**src/design/spmq_pkg.sv**
```systemverilog
`default_nettype none

package spmq_pkg;

  localparam int QUEUE_DEPTH = 16;
  localparam int KEY_BITS    = 32;
  localparam int LEVEL_COUNT = 5;
  localparam int QUEUE_COUNT = LEVEL_COUNT + 1;

  localparam int KEY_W   = KEY_BITS;
  localparam int LEVEL_W = 3;
  localparam int OP_W    = 2;
  localparam int STAT_W  = 3;
  localparam int RCNT_W  = 3;
  localparam int PTR_W   = $clog2(QUEUE_DEPTH);
  localparam int CNT_W   = $clog2(QUEUE_DEPTH + 1);
  localparam int Q_W     = $clog2(QUEUE_COUNT);
  localparam int ADDR_W  = $clog2(QUEUE_COUNT * QUEUE_DEPTH);

  typedef enum logic [OP_W-1:0] {
    OP_ADD    = 2'd0,
    OP_POP    = 2'd1,
    OP_REMOVE = 2'd2,
    OP_NOP    = 2'd3
  } op_t;

  localparam logic [STAT_W-1:0] ST_OK        = 3'd0;
  localparam logic [STAT_W-1:0] ST_BAD_LEVEL = 3'd1;
  localparam logic [STAT_W-1:0] ST_FULL      = 3'd2;
  localparam logic [STAT_W-1:0] ST_EMPTY     = 3'd3;
  localparam logic [STAT_W-1:0] ST_NOT_FOUND = 3'd4;

  typedef enum logic [3:0] {
    S_IDLE,
    S_EXEC,
    S_POP,
    S_RM_RD,
    S_RM_CMP,
    S_SH_RD,
    S_SH_WR,
    S_HEAD,
    S_FIN
  } state_t;

endpackage

`default_nettype wire

```
**src/design/strict_priority_multi_queue.sv**
```systemverilog
// channel  direction  handshake          payload
// in       to block   in_valid/in_stall  operation, patient_key, priority_level, express_flag
// out      from block out_valid/out_stall status, served_valid, served_key, removed_count,
//                                        next_valid, next_key
// Pop reads the head of the chosen queue, and reports empty when nothing is held. Remove
// scans the queues in order, reading each entry, and on a match shifts the later entries
// down, removing at most one entry per queue; all traffic goes through the one read port
// and the one write port of the shared key store.
// rst (synchronous) empties all queues; key store contents are not cleared.
// in_stall is high while a word is in work; a waiting output word does not block accept.
`default_nettype none

module strict_priority_multi_queue (
  input  wire                          clk,
  input  wire                          rst,
  input  wire                          in_valid,
  output logic                         in_stall,
  input  wire  [spmq_pkg::OP_W-1:0]    operation,
  input  wire  [spmq_pkg::KEY_W-1:0]   patient_key,
  input  wire  [spmq_pkg::LEVEL_W-1:0] priority_level,
  input  wire                          express_flag,
  output logic                         out_valid,
  input  wire                          out_stall,
  output logic [spmq_pkg::STAT_W-1:0]  status,
  output logic                         served_valid,
  output logic [spmq_pkg::KEY_W-1:0]   served_key,
  output logic [spmq_pkg::RCNT_W-1:0]  removed_count,
  output logic                         next_valid,
  output logic [spmq_pkg::KEY_W-1:0]   next_key
);
  import spmq_pkg::*;

  state_t state, state_next;

  logic [CNT_W-1:0] fill [QUEUE_COUNT];
  logic [CNT_W-1:0] fill_next [QUEUE_COUNT];
  logic [PTR_W-1:0] head [QUEUE_COUNT];
  logic [PTR_W-1:0] head_next [QUEUE_COUNT];

  logic [OP_W-1:0]    op_r;
  logic [KEY_W-1:0]   key_r;
  logic [LEVEL_W-1:0] level_r;
  logic               express_r;
  logic [Q_W-1:0]     rq, rq_next;
  logic [CNT_W-1:0]   idx, idx_next;
  logic [RCNT_W-1:0]  rcount, rcount_next;
  logic [STAT_W-1:0]  stat_r, stat_r_next;
  logic               sv_r, sv_r_next;
  logic [KEY_W-1:0]   sk_r, sk_r_next;

  logic               out_valid_next;
  logic [STAT_W-1:0]  status_next;
  logic               served_valid_next;
  logic [KEY_W-1:0]   served_key_next;
  logic [RCNT_W-1:0]  removed_count_next;
  logic               next_valid_next;
  logic [KEY_W-1:0]   next_key_next;

  // key store
  logic [KEY_W-1:0]  mem [QUEUE_COUNT * QUEUE_DEPTH];
  logic [ADDR_W-1:0] raddr, waddr;
  logic [KEY_W-1:0]  rdata, wdata;
  logic              we;

  logic           pick_ok;
  logic [Q_W-1:0] pick_q;
  logic [Q_W-1:0] add_q;
  logic           nextq;

  function automatic logic [ADDR_W-1:0] slot(input logic [Q_W-1:0] q,
                                             input logic [PTR_W-1:0] hd,
                                             input logic [CNT_W-1:0] pos);
    logic [CNT_W:0]    sum;
    logic [ADDR_W-1:0] base;
    sum = (CNT_W+1)'(hd) + (CNT_W+1)'(pos);
    if (sum >= (CNT_W+1)'(QUEUE_DEPTH)) begin
      sum = sum - (CNT_W+1)'(QUEUE_DEPTH);
    end
    base = ADDR_W'(q) * ADDR_W'(QUEUE_DEPTH);
    return base + ADDR_W'(sum);
  endfunction

  always_ff @(posedge clk) begin
    if (we) begin
      mem[waddr] <= wdata;
    end
    rdata <= mem[raddr];
  end

  // express first, then highest level
  always_comb begin
    pick_ok = 1'b0;
    pick_q  = '0;
    for (int q = 1; q < QUEUE_COUNT; q++) begin
      if (fill[q] != '0) begin
        pick_ok = 1'b1;
        pick_q  = Q_W'(q);
      end
    end
    if (fill[0] != '0) begin
      pick_ok = 1'b1;
      pick_q  = '0;
    end
  end

  assign add_q    = express_r ? '0 : Q_W'(level_r);
  assign in_stall = (state != S_IDLE);

  always_comb begin
    state_next         = state;
    fill_next          = fill;
    head_next          = head;
    rq_next            = rq;
    idx_next           = idx;
    rcount_next        = rcount;
    stat_r_next        = stat_r;
    sv_r_next          = sv_r;
    sk_r_next          = sk_r;
    out_valid_next     = out_valid;
    status_next        = status;
    served_valid_next  = served_valid;
    served_key_next    = served_key;
    removed_count_next = removed_count;
    next_valid_next    = next_valid;
    next_key_next      = next_key;
    raddr              = slot(pick_q, head[pick_q], '0);
    waddr              = slot(add_q, head[add_q], fill[add_q]);
    wdata              = key_r;
    we                 = 1'b0;
    nextq              = 1'b0;

    if (out_valid && !out_stall) begin
      out_valid_next = 1'b0;
    end

    unique case (state)
      S_IDLE: begin
        if (in_valid) begin
          state_next  = S_EXEC;
          rq_next     = '0;
          idx_next    = '0;
          rcount_next = '0;
          stat_r_next = ST_OK;
          sv_r_next   = 1'b0;
          sk_r_next   = '0;
        end
      end
      S_EXEC: begin
        unique case (op_r)
          OP_ADD: begin
            state_next = S_HEAD;
            if (level_r == '0 || level_r > LEVEL_W'(LEVEL_COUNT)) begin
              stat_r_next = ST_BAD_LEVEL;
            end else if (fill[add_q] >= CNT_W'(QUEUE_DEPTH)) begin
              stat_r_next = ST_FULL;
            end else begin
              we                = 1'b1;
              fill_next[add_q]  = fill[add_q] + 1'b1;
            end
          end
          OP_POP: begin
            if (pick_ok) begin
              state_next = S_POP;
            end else begin
              stat_r_next = ST_EMPTY;
              state_next  = S_HEAD;
            end
          end
          OP_REMOVE: state_next = S_RM_RD;
          default:   state_next = S_HEAD;
        endcase
      end
      S_POP: begin
        // rdata holds the head of pick_q
        sv_r_next    = 1'b1;
        sk_r_next    = rdata;
        fill_next[pick_q] = fill[pick_q] - 1'b1;
        if (head[pick_q] == PTR_W'(QUEUE_DEPTH - 1)) begin
          head_next[pick_q] = '0;
        end else begin
          head_next[pick_q] = head[pick_q] + 1'b1;
        end
        state_next = S_HEAD;
      end
      S_RM_RD: begin
        if (idx == fill[rq]) begin
          nextq = 1'b1;
        end else begin
          raddr      = slot(rq, head[rq], idx);
          state_next = S_RM_CMP;
        end
      end
      S_RM_CMP: begin
        if (rdata == key_r) begin
          if ((CNT_W+1)'(idx) + 1'b1 < (CNT_W+1)'(fill[rq])) begin
            state_next = S_SH_RD;
          end else begin
            fill_next[rq] = fill[rq] - 1'b1;
            rcount_next   = rcount + 1'b1;
            nextq         = 1'b1;
          end
        end else begin
          idx_next   = idx + 1'b1;
          state_next = S_RM_RD;
        end
      end
      S_SH_RD: begin
        raddr      = slot(rq, head[rq], idx + 1'b1);
        state_next = S_SH_WR;
      end
      S_SH_WR: begin
        we       = 1'b1;
        waddr    = slot(rq, head[rq], idx);
        wdata    = rdata;
        idx_next = idx + 1'b1;
        if ((CNT_W+1)'(idx) + 2'd2 < (CNT_W+1)'(fill[rq])) begin
          state_next = S_SH_RD;
        end else begin
          fill_next[rq] = fill[rq] - 1'b1;
          rcount_next   = rcount + 1'b1;
          nextq         = 1'b1;
        end
      end
      S_HEAD: state_next = S_FIN;
      S_FIN: begin
        if (!out_valid || !out_stall) begin
          out_valid_next     = 1'b1;
          status_next        = (op_r == OP_REMOVE && rcount == '0) ? ST_NOT_FOUND : stat_r;
          served_valid_next  = sv_r;
          served_key_next    = sk_r;
          removed_count_next = rcount;
          next_valid_next    = pick_ok;
          next_key_next      = pick_ok ? rdata : '0;
          state_next         = S_IDLE;
        end
      end
      default: state_next = S_IDLE;
    endcase

    if (nextq) begin
      idx_next = '0;
      if (rq == Q_W'(QUEUE_COUNT - 1)) begin
        state_next = S_HEAD;
      end else begin
        rq_next    = rq + 1'b1;
        state_next = S_RM_RD;
      end
    end
  end

  always_ff @(posedge clk) begin
    if (rst) begin
      state     <= S_IDLE;
      out_valid <= 1'b0;
      for (int q = 0; q < QUEUE_COUNT; q++) begin
        fill[q] <= '0;
        head[q] <= '0;
      end
    end else begin
      state     <= state_next;
      out_valid <= out_valid_next;
      fill      <= fill_next;
      head      <= head_next;
    end
  end

  always_ff @(posedge clk) begin
    if (state == S_IDLE && in_valid) begin
      op_r      <= operation;
      key_r     <= patient_key;
      level_r   <= priority_level;
      express_r <= express_flag;
    end
    rq            <= rq_next;
    idx           <= idx_next;
    rcount        <= rcount_next;
    stat_r        <= stat_r_next;
    sv_r          <= sv_r_next;
    sk_r          <= sk_r_next;
    status        <= status_next;
    served_valid  <= served_valid_next;
    served_key    <= served_key_next;
    removed_count <= removed_count_next;
    next_valid    <= next_valid_next;
    next_key      <= next_key_next;
  end

endmodule

`default_nettype wire

```
**config.mk**
```make
export PLATFORM = sky130hd
export DESIGN_NAME = strict_priority_multi_queue
export DESIGN_NICKNAME = d
export VERILOG_FILES = /design/src/design/spmq_pkg.sv /design/src/design/strict_priority_multi_queue.sv
export SDC_FILE = /design/constraint.sdc
export NUM_CORES = 2
export LEC_CHECK = 0
export ABC_AREA = 1
export BUFFER_PORTS_ARGS = -buffer_cell sky130_fd_sc_hd__buf_2
export CORE_ASPECT_RATIO = 1.75
export CORE_MARGIN = 2
export CORE_UTILIZATION = 55
export DETAILED_ROUTE_END_ITERATION = 16
export PLACE_DENSITY = 0.74
export SYNTH_ARGS = -nofsm -noshare
export SYNTH_HDL_FRONTEND = slang
export SYNTH_SLANG_ARGS = --single-unit
export TNS_END_PERCENT = 1
```
**constraint.sdc**
```tcl
create_clock -name clk -period 6.7 [get_ports clk]
set_input_delay 0.335 -clock clk [delete_from_list [all_inputs] [get_ports clk]]
set_output_delay 0.335 -clock clk [all_outputs]
set_load 0.05 [all_outputs]
```
==> flow_summary.json <==
{
  "start_util_pct": 55.2,
  "post-cts-setup-buffer-count": 0,
  "cp_cell_sequence": "inv_2 -> nand3_1 -> nor2_1 -> nand2_1 -> nand2_1 -> nand2_1 -> nand2_2 -> nor2_4 -> inv_1 -> nor2_1 -> nor2_1 -> nand3_1 -> o21ai_4 -> buf_12 -> nand3_1 -> nand3_1 -> nand3_1 -> nand3_1 -> nand2_1",
  "startpoint": "fill[10]",
  "cp.required_ps": 7450,
  "clk_latency_ps": 890,
  "synth_area_sq_um": 138000,
  "syn_inst": 11607,
  "timing.rr.start": "fill[10]",
  "wl_per_cell_um": 29.8,
  "hpwlAfterDp_mm": 279,
  "timing.fmax_mhz": 151,
  "dr_total_vias": 98919,
  "slowest_delay_ps": 650,
  "fin_util_pct": 62.3,
  "syn_to_final_growth_pct": 12.9,
  "avgSynthCellArea_sq_um": 11.9,
  "synth_xor_area_share_pct": 0.254,
  "async_reset_ff_share_pct": 0,
  "worst_pin_slew_ps": 1430,
  "io_pins": 116,
  "yosys.area_share.simple_pct": 19.5,
  "drt_iter0_drc": 14021,
  "die_h_um": 666,
  "critical_path_class": "reg -> reg",
  "critPathSlowestCell": "nand3_1",
  "muxShareOfSynthArea_pct": 0,
  "drtPass1Iterations": 7,
  "ant_nets": 0,
  "ys_seq_area_share_pct": 71.7,
  "gp_congestion": 0.986,
  "final-setup-viol-count": 0,
  "vias_per_cell": 6.48,
  "finalHoldWorstSlack_ps": 160,
  "startpoint_type": "flop",
  "clk_pin_slew_worst_paths_ps": 70,
  "dieArea_sq_um": 254000,
  "synth_ff_type": "edfxtp_1",
  "fin_crit_sh_pct": 98.6,
  "timing_hold_violations_final": 0,
  "synth_adder_area_share_pct": 0.433,
  "drv_slew": 0,
  "final_cell_area_sq_um": 156000,
  "yosysTopAreaCell": "edfxtp_1",
  "synth_top_family_by_area": "simple AND/OR/NAND/NOR gates",
  "crit_path_end": "rdata[21]",
  "place_area_sq_um": 146000,
  "routed_wl_mm": 454,
  "fin_skew_ps": 70.6,
  "cts_buffers": 295,
  "cts_root_buf": "clkbuf_16",
  "ff_latch_area_sq_um": 98700,
  "grt_max_degree": 210,
  "rsz0062_at_grt": "yes",
  "num_rows": 243,
  "setup_ws_ps": 91.9,
  "grt_pass1_wl_mm": 653,
  "core_sq_um": 250000,
  "drc": 0,
  "synth-compound-area-share_pct": 3.98,
  "netlist.area_leader.share_pct": 70.2,
  "period_minus_slack_ps": 6610,
  "cp_max_fo": 128,
  "ys_types": 53,
  "synth_common_cells": "nand3_1, edfxtp_1, nand2_1",
  "r2r_setup_slack_ps": 90,
  "crit_top_cell": "nand3_1",
  "cp_data_arrival_time_ps": 7360,
  "multiInputGateArea_sq_um": 34500,
  "r2r-end": "rdata[21]",
  "cts_tree": "yes",
  "clk_path_buf_depth": 4,
  "grt_pass1_vias": 95776,
  "synthTopCellsByArea": "edfxtp_1, nand3_1, nand2_1",
  "slew_headroom_pct": 4.85,
  "cts.sinks": 3319,
  "fillers": 18299,
  "syn_nets": 11693,
  "critPathCaptureType": "flop",
  "final_layout_size_suffix_gt1_share_pct": 10.2,
  "ys_warn_count": 0,
  "cts_max_level": 5,
  "overflow": 0,
  "antenna_found_initial": 26,
  "cap_violations": 0,
  "grt_use_total_pct": 35.3,
  "min_path_type": "in -> reg",
  "synth-seq-cells": 3319,
  "io_buffers": 115,
  "status": "finished, final reports clean",
  "dp_slack_ps": 31.7,
  "die_x_um": 382,
  "fin_nets": 11817,
  "post-synth-top-count-cell": "nand3_1",
  "ff2ff_path_depth": 19,
  "synth_enable_flop_cells": 3220
}
cells by family after synthesis:
| logic type | count (synthesis) |
|---|---|
| and+or+nand+nor | 5947 |
| DFF | 3319 |
| buffers and inverters | 1272 |
| AOI/OAI and AO/OA | 985 |
| adders and majority gates | 44 |
| xor gates and xnor gates | 40 |
registers in the layout, indices dropped and copies added (netlist names), 2 cells and up:
signal	count
fill	30
head	24
idx	5
key_r	32
level_r	3
mem	3072
next_key	32
op_r	2
rcount	3
rdata	32
removed_count	3
rq	3
served_key	32
sk_r	32
stat_r	2
state	4
status	3
layer usage:
metal / track usage (%) / share of wire (%) / vias to the layer above
met5: 0 / 0.0075 / -
met4: 30.3 / 10 / 6
met3: 7.49 / 11 / 1560
met2: 57.1 / 48 / 6912
met1: 40.0 / 31 / 48201
li1: - / - / 42240
worst max-delay path: cells and delay by family, from the launching register on:
kind | cells | cell delay (ps)
buf+inv | 3 | 910
simple gates | 15 | 4460
flops | 1 | 430
compound gates | 1 | 450
metrics by stage:
stage	setup TNS, ps	cells
floorplan	0	11607
finish	0	15267
global route	-126	15258
CTS	0	15256
global placement	-77.2	14698
detailed placement	0	14698
layout make-up:
class | count | share of cell area, %
antenna | 10 | 0.0161
clock buffer | 376 | 5.13
clock inverter | 140 | 0.850
inverter | 457 | 1.12
multi-input combinational | 7016 | 22.2
sequential | 3319 | 63.5
tap | 3307 | 2.66
timing repair buffer | 642 | 4.56
cell usage in the layout, fill, tap and decap left out, types with 27 or more instances in the layout:
cell type      Yosys  final
a21oi_1          257    256
buf_12             0    192
buf_2            592    115
buf_4             25    288
clkbuf_1         145     65
clkbuf_16          0    307
clkinv_1           2     45
clkinv_2           0     49
dfxtp_1           99     98
dlygate4sd3_1      0     42
edfxtp_1        3220   3220
ha_1              38     38
inv_1            437    433
nand2_1         2061   2061
nand3_1         3418   3405
nor2_1           396    295
nor2_4             3    102
o211ai_1         133    133
o21ai_0          339    307
o21ai_1          172    172
o21ai_4            0     33
xnor2_1           27     27
worst min-delay path by stage:
stage                    start             end  slack [ps]  cells past startpoint
3_5_place_dp          sk_r[27]  served_key[27]         400                      0
6_report       patient_key[30]       key_r[30]         160                      2
3_3_place_gp          sk_r[20]  served_key[20]         400                      0
5_1_grt        patient_key[24]       key_r[24]         160                      2
4_1_cts        patient_key[24]       key_r[24]         130                      2
2_1_floorplan          sk_r[0]   served_key[0]         400                      0
timing repair:
item | CTS | global route
endpoints found under the setup margin | 1 | 995
endpoints found under the hold margin | 45 | 0
gates resized for setup | 1 | 14
cloned | 0 | 1
hold buffers | 42 | 0
Power is not shown: default switching activity piles up to over one toggle a cycle in this logic, so the estimate is an artifact.
